File: src/hw/rtl/asg_pkg.sv
// shared types and constants for the allreduce schedule generator
`timescale 1ns / 1ps
`default_nettype none
package asg_pkg;

	localparam int MAX_RANKS = 1024;
	localparam int RANK_W    = $clog2(MAX_RANKS);
	localparam int SIZE_W    = RANK_W + 1;
	localparam int TAG_W     = 32;
	localparam int CFG_IDX_W = 2;

	localparam logic [CFG_IDX_W-1:0] REG_GROUP_SIZE = 2'd0;
	localparam logic [CFG_IDX_W-1:0] REG_MY_RANK    = 2'd1;

	typedef enum logic [2:0] {
		OP_SEND     = 3'd0,
		OP_RECV     = 3'd1,
		OP_SENDRECV = 3'd2,
		OP_REDUCE   = 3'd3,
		OP_RELEASE  = 3'd4,
		OP_COMPLETE = 3'd5
	} op_kind_t;

	typedef enum logic [3:0] {
		ST_IDLE,
		ST_LOG,
		ST_EXTRA,
		ST_FOLD,
		ST_PRE1,
		ST_PRE2,
		ST_ROUND_SR,
		ST_ROUND_RED,
		ST_POST,
		ST_REL,
		ST_ONE
	} asg_state_t;

endpackage
`default_nettype wire

File: src/hw/rtl/allreduce_schedule_generator_unit.sv
// top level of the allreduce schedule generator: sequencer and output register
//
// usage:
//   config channel (cfg_valid/cfg_ready, cfg_index, cfg_data) sets group_size
//   (index 0) and my_rank (index 1); write only while the block is idle.
//   an input item (request_tag, long_buffer) is taken when in_valid and
//   in_ready are high; it yields the ordered list of operations for a
//   recursive-doubling allreduce, one output item per operation, with last
//   set on the final one.
// sequencing:
//   a group of one goes to ST_ONE and loads its single item into the output register.
//   otherwise the sequencer finds lg = floor(log2(size)) in ST_LOG with the
//   shift/compare, forms the fold split and new rank in ST_EXTRA and ST_FOLD,
//   then emits one operation per state (2*lg+4 at most); in_ready stays low
//   until the last operation has been loaded into the output register.
// reset: arst_n clears the sequencer and output valid, and sets group_size
//   to one and my_rank to zero.
// stall: the output register holds while out_ready is low and the sequencer
//   waits on it; no operation is dropped or repeated.
`timescale 1ns / 1ps
`default_nettype none
module allreduce_schedule_generator_unit (
	input  wire                            clk,
	input  wire                            arst_n,
	// configuration
	input  wire                            cfg_valid,
	output logic                           cfg_ready,
	input  wire  [asg_pkg::CFG_IDX_W-1:0]  cfg_index,
	input  wire  [asg_pkg::SIZE_W-1:0]     cfg_data,
	// request channel
	input  wire                            in_valid,
	output logic                           in_ready,
	input  wire  [asg_pkg::TAG_W-1:0]      request_tag,
	input  wire                            long_buffer,
	// operation channel
	output logic                           out_valid,
	input  wire                            out_ready,
	output logic [2:0]                     op_kind,
	output logic [asg_pkg::RANK_W-1:0]     peer,
	output logic                           from_receive,
	output logic                           into_receive,
	output logic [asg_pkg::TAG_W-1:0]      tag_out,
	output logic                           long_out,
	output logic                           last
);
	import asg_pkg::*;

	// configuration registers
	logic [SIZE_W-1:0] group_size_q;
	logic [RANK_W-1:0] my_rank_q;

	// per-request working registers
	asg_state_t        state_q, state_d;
	logic [SIZE_W-1:0] size_q;
	logic [RANK_W-1:0] rank_q;
	logic [TAG_W-1:0]  tag_q;
	logic              long_q;
	logic [SIZE_W-1:0] adj_q;
	logic [SIZE_W-1:0] dist_q;
	logic [RANK_W-1:0] extra_q;
	logic [RANK_W-1:0] newrank_q;
	logic              folded_q;

	// output register
	logic              out_valid_q;
	op_kind_t          kind_q;
	logic [RANK_W-1:0] peer_q;
	logic              from_q;
	logic              into_q;
	logic              last_q;

	logic              in_acc;
	logic              slot_free;
	logic [SIZE_W-1:0] size_sat;
	logic [SIZE_W:0]   adj_dbl;
	logic [SIZE_W-1:0] dist_dbl;
	logic              fold_now;
	logic [RANK_W-1:0] nr;
	logic [RANK_W-1:0] remote;

	// emitted operation for the current state
	logic              emit;
	op_kind_t          e_kind;
	logic [RANK_W-1:0] e_peer;
	logic              e_from;
	logic              e_into;
	logic              e_last;

	assign cfg_ready = 1'b1;
	assign in_ready  = (state_q == ST_IDLE);
	assign in_acc    = in_valid && in_ready;
	assign slot_free = !out_valid_q || out_ready;

	// groups larger than the rank space saturate
	assign size_sat = (group_size_q > SIZE_W'(MAX_RANKS)) ? SIZE_W'(MAX_RANKS) : group_size_q;

	// shifts for the log search (adj doubled) and the round distance (dist doubled)
	assign adj_dbl  = {adj_q, 1'b0};
	assign dist_dbl = {dist_q[SIZE_W-2:0], 1'b0};

	// a rank in the first 2*extra pairs up with its neighbor
	assign fold_now = {1'b0, rank_q} < {extra_q, 1'b0};

	// round peer: partner new rank, mapped back to a real rank
	assign nr     = newrank_q ^ dist_q[RANK_W-1:0];
	assign remote = (nr < extra_q) ? {nr[RANK_W-2:0], 1'b1} : RANK_W'(nr + extra_q);

	// configuration writes
	always_ff @(posedge clk or negedge arst_n) begin
		if (!arst_n) begin
			group_size_q <= SIZE_W'(1);
			my_rank_q    <= '0;
		end else if (cfg_valid && cfg_ready) begin
			if (cfg_index == REG_GROUP_SIZE)
				group_size_q <= cfg_data;
			else if (cfg_index == REG_MY_RANK)
				my_rank_q <= cfg_data[RANK_W-1:0];
		end
	end

	// next state
	always_comb begin
		state_d = state_q;
		unique case (state_q)
			ST_IDLE: begin
				if (in_acc)
					state_d = (size_sat <= SIZE_W'(1)) ? ST_ONE : ST_LOG;
			end
			ST_LOG: begin
				if (adj_dbl > {1'b0, size_q})
					state_d = ST_EXTRA;
			end
			ST_EXTRA: state_d = ST_FOLD;
			ST_FOLD:  state_d = fold_now ? ST_PRE1 : ST_ROUND_SR;
			ST_PRE1: begin
				if (slot_free)
					state_d = rank_q[0] ? ST_PRE2 : ST_POST;
			end
			ST_PRE2: begin
				if (slot_free)
					state_d = ST_ROUND_SR;
			end
			ST_ROUND_SR: begin
				if (slot_free)
					state_d = ST_ROUND_RED;
			end
			ST_ROUND_RED: begin
				if (slot_free) begin
					if (dist_dbl < adj_q)
						state_d = ST_ROUND_SR;
					else
						state_d = folded_q ? ST_POST : ST_REL;
				end
			end
			ST_POST: begin
				if (slot_free)
					state_d = ST_REL;
			end
			ST_REL, ST_ONE: begin
				if (slot_free)
					state_d = ST_IDLE;
			end
			default: state_d = ST_IDLE;
		endcase
	end

	// operation produced in each state
	always_comb begin
		emit   = 1'b0;
		e_kind = OP_RELEASE;
		e_peer = '0;
		e_from = 1'b0;
		e_into = 1'b0;
		e_last = 1'b0;
		unique case (state_q)
			ST_PRE1: begin
				emit = 1'b1;
				if (rank_q[0]) begin
					e_kind = OP_RECV;
					e_peer = rank_q - RANK_W'(1);
					e_from = 1'b1;
					e_into = 1'b1;
				end else begin
					e_kind = OP_SEND;
					e_peer = rank_q + RANK_W'(1);
				end
			end
			ST_PRE2, ST_ROUND_RED: begin
				emit   = 1'b1;
				e_kind = OP_REDUCE;
				e_from = 1'b1;
			end
			ST_ROUND_SR: begin
				emit   = 1'b1;
				e_kind = OP_SENDRECV;
				e_peer = remote;
				e_into = 1'b1;
			end
			ST_POST: begin
				emit = 1'b1;
				if (rank_q[0]) begin
					e_kind = OP_SEND;
					e_peer = rank_q - RANK_W'(1);
				end else begin
					e_kind = OP_RECV;
					e_peer = rank_q + RANK_W'(1);
					e_from = 1'b1;
					e_into = 1'b1;
				end
			end
			ST_REL: begin
				emit   = 1'b1;
				e_kind = OP_RELEASE;
				e_from = 1'b1;
				e_into = 1'b1;
				e_last = 1'b1;
			end
			ST_ONE: begin
				emit   = 1'b1;
				e_kind = OP_COMPLETE;
				e_last = 1'b1;
			end
			default: emit = 1'b0;
		endcase
	end

	always_ff @(posedge clk or negedge arst_n) begin
		if (!arst_n)
			state_q <= ST_IDLE;
		else
			state_q <= state_d;
	end

	// working registers, no reset needed
	always_ff @(posedge clk) begin
		case (state_q)
			ST_IDLE: begin
				if (in_acc) begin
					size_q <= size_sat;
					rank_q <= my_rank_q;
					tag_q  <= request_tag;
					long_q <= long_buffer;
					adj_q  <= SIZE_W'(1);
				end
			end
			ST_LOG: begin
				if (adj_dbl <= {1'b0, size_q})
					adj_q <= adj_dbl[SIZE_W-1:0];
			end
			ST_EXTRA: extra_q <= RANK_W'(size_q - adj_q);
			ST_FOLD: begin
				folded_q  <= fold_now;
				newrank_q <= fold_now ? (rank_q >> 1) : (rank_q - extra_q);
				dist_q    <= SIZE_W'(1);
			end
			ST_ROUND_RED: begin
				if (slot_free)
					dist_q <= dist_dbl;
			end
			default: ;
		endcase
	end

	// output register
	always_ff @(posedge clk or negedge arst_n) begin
		if (!arst_n)
			out_valid_q <= 1'b0;
		else if (slot_free)
			out_valid_q <= emit;
	end

	always_ff @(posedge clk) begin
		if (slot_free && emit) begin
			kind_q <= e_kind;
			peer_q <= e_peer;
			from_q <= e_from;
			into_q <= e_into;
			last_q <= e_last;
			tag_out  <= tag_q;
			long_out <= long_q;
		end
	end

	assign out_valid    = out_valid_q;
	assign op_kind      = kind_q;
	assign peer         = peer_q;
	assign from_receive = from_q;
	assign into_receive = into_q;
	assign last         = last_q;

`ifndef ASSERT_OFF
	// a group of one ends with its only operation
	a_complete_last: assert property (@(posedge clk) disable iff (!arst_n)
		out_valid_q && kind_q == OP_COMPLETE |-> last_q)
		else $error("complete-at-once operation without last");

	// the log search never overshoots the group size
	a_adj_bound: assert property (@(posedge clk) disable iff (!arst_n)
		state_q == ST_LOG |-> adj_q <= size_q)
		else $error("power-of-two size above group size");

	// every round runs at a distance below the power-of-two size
	a_dist_bound: assert property (@(posedge clk) disable iff (!arst_n)
		state_q == ST_ROUND_SR |-> dist_q < adj_q)
		else $error("round distance out of range");

	// an accepted request always starts the sequencer
	a_start: assert property (@(posedge clk) disable iff (!arst_n)
		in_valid && in_ready |=> state_q != ST_IDLE)
		else $error("request accepted but sequencer idle");
`endif

endmodule
`default_nettype wire
File: config.mk
export PLATFORM = sky130hd
export DESIGN_NAME = allreduce_schedule_generator_unit
export DESIGN_NICKNAME = d
export VERILOG_FILES = /design/src/hw/rtl/asg_pkg.sv /design/src/hw/rtl/allreduce_schedule_generator_unit.sv
export SDC_FILE = /design/constraint.sdc
export NUM_CORES = 1
export LEC_CHECK = 0
export ABC_AREA = 1
export BUFFER_PORTS_ARGS = -buffer_cell sky130_fd_sc_hd__buf_2
export CORE_ASPECT_RATIO = 1.2
export CORE_MARGIN = 4
export CORE_UTILIZATION = 30
export CTS_BUF_LIST = sky130_fd_sc_hd__clkbuf_8
export DETAILED_ROUTE_END_ITERATION = 8
export SLEW_MARGIN = 25
export SYNTH_ARGS = -nofsm -noshare
export SYNTH_HDL_FRONTEND = slang
export SYNTH_SLANG_ARGS = --single-unit
File: constraint.sdc
create_clock -name clk -period 4.5 [get_ports clk]
set_input_delay 0.45 -clock clk [delete_from_list [all_inputs] [get_ports clk]]
set_output_delay 0.45 -clock clk [all_outputs]
set_load 0.05 [all_outputs]
==> results of run 1 <==
[final cells by class]
class                      instances  share of cell area (%)
inverter                         149                    5.32
sequential                       171                    47.4
clock inverter                    13                    1.06
clock buffer                      19                    2.48
multi-input combinational        572                    33.7
timing repair buffer             107                    5.36
tap                              390                    4.62
[flip-flops by register name (all words and copies together) (netlist names), 11 cells and up]
name,count
tag_out,32
tag_q,32
size_q,11
adj_q,11
group_size_q,11
[layout by cell type (no fill, tap or decap), types with 6 or more instances in the layout]
| cell | Yosys | routed |
|---|---|---|
| xor2_1 | 22 | 22 |
| o21ai_0 | 47 | 47 |
| dfrtp_1 | 25 | 25 |
| nand4_1 | 15 | 15 |
| buf_2 | 2 | 101 |
| inv_1 | 142 | 143 |
| a31oi_1 | 6 | 6 |
| a21oi_1 | 36 | 36 |
| xnor2_1 | 9 | 9 |
| nand2_2 | 8 | 8 |
| nand3_1 | 38 | 38 |
| inv_2 | 6 | 6 |
| clkbuf_8 | 0 | 19 |
| nor3_1 | 7 | 7 |
| edfxtp_1 | 145 | 145 |
| ha_1 | 77 | 77 |
| nor2_1 | 77 | 74 |
| o21ai_2 | 9 | 9 |
| nand2_1 | 172 | 172 |
[metal layers]
layer | vias up | global-route usage (%) | part of all wire [%]
li1 | 3241 | - | -
met1 | 3053 | 16.4 | 43
met2 | 130 | 23.0 | 51
met3 | 38 | 2.59 | 3.4
met4 | 0 | 4.87 | 2.6
met5 | - | 0 | 0
[worst max-delay path, stage by stage (launching register included)]
cell and delay [ns]:
edfxtp_1 0.45, xnor2_1 0.32, inv_1 0.15, ha_1 0.31
inv_1 0.06, nor2_1 0.03, o211ai_1 0.19, nand3_2 0.35
o21ai_0 0.41, o21ai_0 0.14
[cells by family (layout without fill, tap and decap cells)]
group                      count (synthesis)  after routing  share of synthesized area [%]
AOI/OAI and AO/OA                        119            119                           7.86
xor gates and xnor gates                  31             31                           2.96
adders and majority gates                 80             80                           11.1
buffers and inverters                    160            288                           6.90
DFF                                      171            171                           54.5
other                                      1              1                         0.0408
and+or+nand+nor                          341            341                           16.6
[final timing paths]
check                          startpoint  depth (start not counted)              end  slack, ns
setup / recovery                dist_q[1]                          9          peer[3]       1.84
hold / removal             request_tag[8]                          1         tag_q[8]       0.15
setup reg to reg                dist_q[1]                          9          peer[3]       1.84
hold reg to reg                 tag_q[12]                          0      tag_out[12]       0.42
max in group asynchronous          arst_n                          2  group_size_q[0]       3.60
min in group asynchronous          arst_n                          2     my_rank_q[7]       0.51
[through the flow]
step | util [%] | power (mW) | area [um2] | cells
final | 35.3 | 7.73 | 10600 | 1421
after global routing | 35.3 | 8.30 | 10600 | 1421
after CTS | 35.3 | 7.77 | 10600 | 1421
after detailed placement | 34.0 | 6.74 | 10200 | 1388
after global placement | 34.0 | 6.68 | 10100 | 1387
after floorplan | - | 5.67 | 9180 | 903
[power groups by stage]
stage / registers, mW / clock network [mW] / logic (mW)
3_3_place_gp: 2.69 / 0 / 3.99
5_1_grt: 2.72 / 1.13 / 4.46
3_5_place_dp: 2.71 / 0 / 4.03
4_1_cts: 2.67 / 1.05 / 4.05
2_1_floorplan: 3.27 / 0 / 2.40
6_report: 2.67 / 1.03 / 4.03
[repair_timing]
| action | 4_1_cts | 5_1_grt |
|---|---|---|
| setup endpoints to repair | 0 | 0 |
| hold buffers | 1 | 0 |
| endpoints found under the hold margin | 25 | 0 |
| resized for setup | 0 | 0 |
==> flow_summary.json, run 1 <==
{
  "total_leakage_power_nw": 4.79,
  "synthDominantAreaCellType": "edfxtp_1",
  "synth_fp_nets": 1034,
  "post-route-period-util_pct": 59.2,
  "netlist_top_cells_count": "nand2_1 (172), edfxtp_1 (145), inv_1 (142)",
  "netlist-cell-type-count": 51,
  "seq_power_share_pct": 34.5,
  "crit_arrival_ns": 2.88,
  "layout_setup_ws_ns": 1.84,
  "synth_enable_flop_cells": 145,
  "vias_per_cell": 4.55,
  "power.switching_fraction_pct": 48.2,
  "postCtsSetupRepairBufs": 0,
  "cts_root_buf": "clkbuf_8",
  "dieArea_mm2": 0.0335,
  "hold_slack_ns": 0.149,
  "timing.final.setup_violations": 0,
  "p_per_area_mw_per_mm2": 733,
  "synth_top_area_share_pct": 47.4,
  "worst_slew_pin_slew_ns": 0.913,
  "crit_required_ns": 4.72,
  "antenna_cells_inserted": 0,
  "pin_count": 103,
  "route.detailed.wl_per_inst_um": 15.6,
  "worst_skew_pair_later_pin_latency_ns": 0.47,
  "syn_avg_cell_area_um2": 10.2,
  "pwr-share-clk_pct": 13.4,
  "synthCells": 903,
  "cts_tree": "yes",
  "synthFlopType": "edfxtp_1",
  "synth.yosys.seq_area_share_pct": 54.5,
  "max_cap_violations": 0,
  "final.setup.tns_ns": 0,
  "layout-drive-gt1-share_pct": 18.0,
  "rsz0062_at_grt": "no",
  "post_synth_main_area_contributors": "edfxtp_1 (47%), ha_1 (10%), nand2_1 (7.0%)",
  "critPathLaunchType": "flip-flop",
  "timing.slew.headroom_pct": 38.9,
  "run_status": "complete, no violations",
  "grt_max_degree": 29,
  "critical_path.endpoint_type": "flip-flop",
  "synth-seq-cells": 171,
  "drt-pass1-iter-count": 5,
  "max-vdd-ir-drop_uv": 275,
  "floorplan.die.height_um": 200,
  "synthesis.yosys.warnings": 0,
  "placement_rows": 69,
  "number_of_buffers_created_by_cts": 17,
  "critPathKind": "reg2reg",
  "n_fill_cell": 3094,
  "synthMostInstantiatedCell": "nand2_1",
  "comb_power_share_pct": 52.2,
  "multi_input_area_mm2": 0.00356,
  "final_max_slew_viols": 0,
  "cts-htree-levels": 4,
  "fin_crit_ns": 2.66,
  "flow.area_growth_from_synthesis_pct": 15.0,
  "fmax_mhz": 376,
  "drc": 0,
  "fin_nets": 1149,
  "drt_first_iter_violations": 333,
  "grt_antenna_before_repair": 0,
  "worst-path-max-fanout": 19,
  "numPortBuffers": 101,
  "post-place-ws_ns": 1.89,
  "dieWidth_um": 168,
  "holdCritPathClass": "in2reg",
  "layout.area.seq_mm2": 0.00501,
  "syn-cell-area_mm2": 0.00918,
  "antenna_left": 0,
  "internal_power_mw": 4.00,
  "core_area_mm2": 0.0299,
  "netSwitchingPower_mw": 3.73,
  "cts.sinks": 171,
  "vias": 6462,
  "grt_pass1_vias": 6577,
  "cts.reportedPaths.clkPinSlew_ns": 0.11,
  "grt_util_all_layers_pct": 13.2,
  "postSynth.asyncResetShare_pct": 15.2,
  "effective_utilization_at_floorplan_pct": 30.7,
  "timing.final.hold_violations": 0,
  "grt_pass1_wl_um": 34700,
  "cts_buffer_depth": 2,
  "timing.clock.skew_ns": 0.0215,
  "gp_congestion": 0.917,
  "globalRouteOverflowTotal": 0,
  "finalWirelength_um": 22100,
  "post-dp-hpwl_um": 17800
}
No activity file was read; power rests on OpenSTA's default activity.
==> run 2, diff against run 1 <==
clock period = 2.4 ns   (was 4.5 ns; I/O delays follow)
==> run 2 against run 1 <==
Sequential power grew 86%. Clock-buffer cell count shrank 1. Clock power grew 110%. Core utilization grew 2.1 points. Sequential share of layout area shrank 2.7 points. Global-route usage shrank 0.37 points. Die area is the same. Critical path depth shrank 1. First-iteration DRC count grew 17%. Worst setup slack lost 1.7 ns.
==> flow_summary.json, run 2 (synthesized netlist as in run 1, its figures left out) <==
{
  "vias": 6517,
  "post-route-period-util_pct": 94.3,
  "critPathLaunch": "dist_q[7]",
  "seq_power_share_pct": 32.9,
  "placedInstanceArea_mm2": 0.0103,
  "placement_rows": 69,
  "antenna_left": 0,
  "drc": 0,
  "grt_antenna_before_repair": 1,
  "final.setup.tns_ns": 0,
  "critPathKind": "reg2reg",
  "timing.final.hold_violations": 0,
  "route.detailed.wl_per_inst_um": 14.6,
  "number_of_buffers_created_by_cts": 17,
  "cts_tree": "yes",
  "fmax_mhz": 442,
  "fin_nets": 1199,
  "finalWirelength_um": 21500,
  "drt-pass1-iter-count": 4,
  "timing.slew.headroom_pct": 54.3,
  "total_leakage_power_nw": 5.07,
  "final_max_slew_viols": 0,
  "critical_path.endpoint_type": "flip-flop",
  "hold_depth": 3,
  "floorplan.die.height_um": 200,
  "cts.sinks": 171,
  "grt_pass1_wl_um": 34000,
  "cts_buffer_depth": 2,
  "post-dp-hpwl_um": 16900,
  "core_area_mm2": 0.0299,
  "worst_slew_pin_slew_ns": 0.684,
  "grt_util_all_layers_pct": 12.9,
  "grt_pass1_vias": 6583,
  "ff2ff_path_depth": 8,
  "biggest_cell_delay_along_the_critical_path_ns": 0.46,
  "critPathLaunchType": "flip-flop",
  "drt_first_iter_violations": 389,
  "flow.area_growth_from_synthesis_pct": 21.9,
  "numPortBuffers": 101,
  "timing.final.setup_violations": 0,
  "run_status": "complete, no violations",
  "critical_path.reg2reg.endpoint": "peer[5]",
  "worst-path-max-fanout": 6,
  "gp_congestion": 0.917,
  "pin_count": 103,
  "comb_power_share_pct": 52.7,
  "hold-path-endpoint": "my_rank_q[7]",
  "timing.clock.skew_ns": 0.0190,
  "cts.reportedPaths.clkPinSlew_ns": 0.10,
  "vias_per_cell": 4.42,
  "most_common_cell_after_layout_fill_and_taps_aside": "nand2_1",
  "grt_max_degree": 55,
  "hold_slack_ns": 0.0488,
  "power.switching_fraction_pct": 45.7,
  "globalRouteOverflowTotal": 0,
  "crit_required_ns": 2.62,
  "max_cap_violations": 0,
  "dieWidth_um": 168,
  "fin_crit_ns": 2.26,
  "crit_arrival_ns": 2.48,
  "dieArea_mm2": 0.0335,
  "rsz0062_at_grt": "no",
  "rr_startpoint": "dist_q[7]",
  "internal_power_mw": 8.18,
  "critPathSlowestCell": "edfxtp_1",
  "holdCritPathClass": "in2reg",
  "max-vdd-ir-drop_uv": 515,
  "effective_utilization_at_floorplan_pct": 30.7,
  "worst_skew_pair_later_pin_latency_ns": 0.45,
  "critical_path.cell_chain": "xor2_1 > ha_1 > a21oi_1 > o21a_1 > nand3_4 > or2_2 > nand3_1 > nand2_1",
  "hp-start": "cfg_data[7]",
  "netSwitchingPower_mw": 6.89,
  "final_power_mw": 15.1,
  "register_to_register_path_setup_slack_ns": 0.14,
  "layout-drive-gt1-share_pct": 19.5,
  "pwr-share-clk_pct": 14.4,
  "cts-htree-levels": 4,
  "p_per_area_mw_per_mm2": 1350,
  "postLayoutCellArea_mm2": 0.0112,
  "highest_count_cells_in_the_layout_ignoring_fill_and_taps": "nand2_1 (172), edfxtp_1 (145), inv_1 (142)",
  "layout_top_registers": "tag_out (32), tag_q (32)",
  "cts_root_buf": "clkbuf_8"
}
==> run 2: changes by cell type in the layout (fill, tap and decap cells not counted), moves of 3 or more <==
cell / previous run / this run
buf_4: 4 / 16
xor2_2: 0 / 3
o21ai_1: 3 / 6
bufinv_16: 0 / 3
dlygate4sd3_1: 1 / 34
o21ai_0: 47 / 44
inv_4: 1 / 4
xor2_1: 22 / 19
ha_1: 77 / 74
==> run 2: repair_timing <==
item,CTS,global route
setup buffers,0,6
resized for setup,1,15
hold endpoints to repair,58,0
pin swaps,0,4
gates cloned,0,2
endpoints found under the setup margin,1,10
hold buffers,34,0
==> run 2: worst max-delay path, delay by kind of cell (launching register included) <==
kind	cells	cell delay, ns
AOI/OAI and AO/OA	2	0.40
xor gates and xnor gates	1	0.19
adders and majority gates	1	0.39
DFF	1	0.46
and+or+nand+nor	4	0.58
==> run 2: stage by stage <==
stage,instances,setup slack (ns),util (%)
6_report,1473,0.137,37.5
5_1_grt,1472,0.00254,37.5
4_1_cts,1463,0.0775,37.0
3_5_place_dp,1397,0.0120,34.3
3_3_place_gp,1397,0.0253,34.3
2_1_floorplan,903,0.0158,-
==> run 2: layer usage <==
| layer | GRT usage [%] | vias to the layer above | part of all wire, % |
|---|---|---|---|
| met5 | 0 | - | 0 |
| met4 | 4.48 | 0 | 2.7 |
| met3 | 2.10 | 30 | 2.4 |
| met2 | 22.6 | 100 | 52 |
| met1 | 16.2 | 3049 | 43 |
| li1 | - | 3338 | - |
==> run 2: worst max-delay path by stage <==
stage	endpoint	slack, ns	cells past startpoint
6_report	peer[5]	0.14	8
5_1_grt	peer[5]	0.003	9
4_1_cts	peer[8]	0.08	13
3_5_place_dp	peer[3]	0.01	9
3_3_place_gp	peer[1]	0.03	9
2_1_floorplan	adj_q[0]	0.02	5
==> run 2: power by group through the flow <==
stage	Combinational, mW	Sequential [mW]	Clock (mW)
6_report	7.93	4.96	2.17
5_1_grt	8.86	5.06	2.36
4_1_cts	7.64	4.96	2.24
3_5_place_dp	7.56	5.02	0
3_3_place_gp	7.54	4.99	0
2_1_floorplan	4.53	6.10	0
==> run 2: cell type report <==
cell class	instances	area [um2]
Clock inverter	14	184
Tap cell	390	488
Timing Repair Buffer	156	1070
Multi-Input combinational cell	573	3630
Sequential cell	171	5010
Clock buffer	18	248
Inverter	149	562
Fill cell	3013	18700
Antenna cell	2	5.00
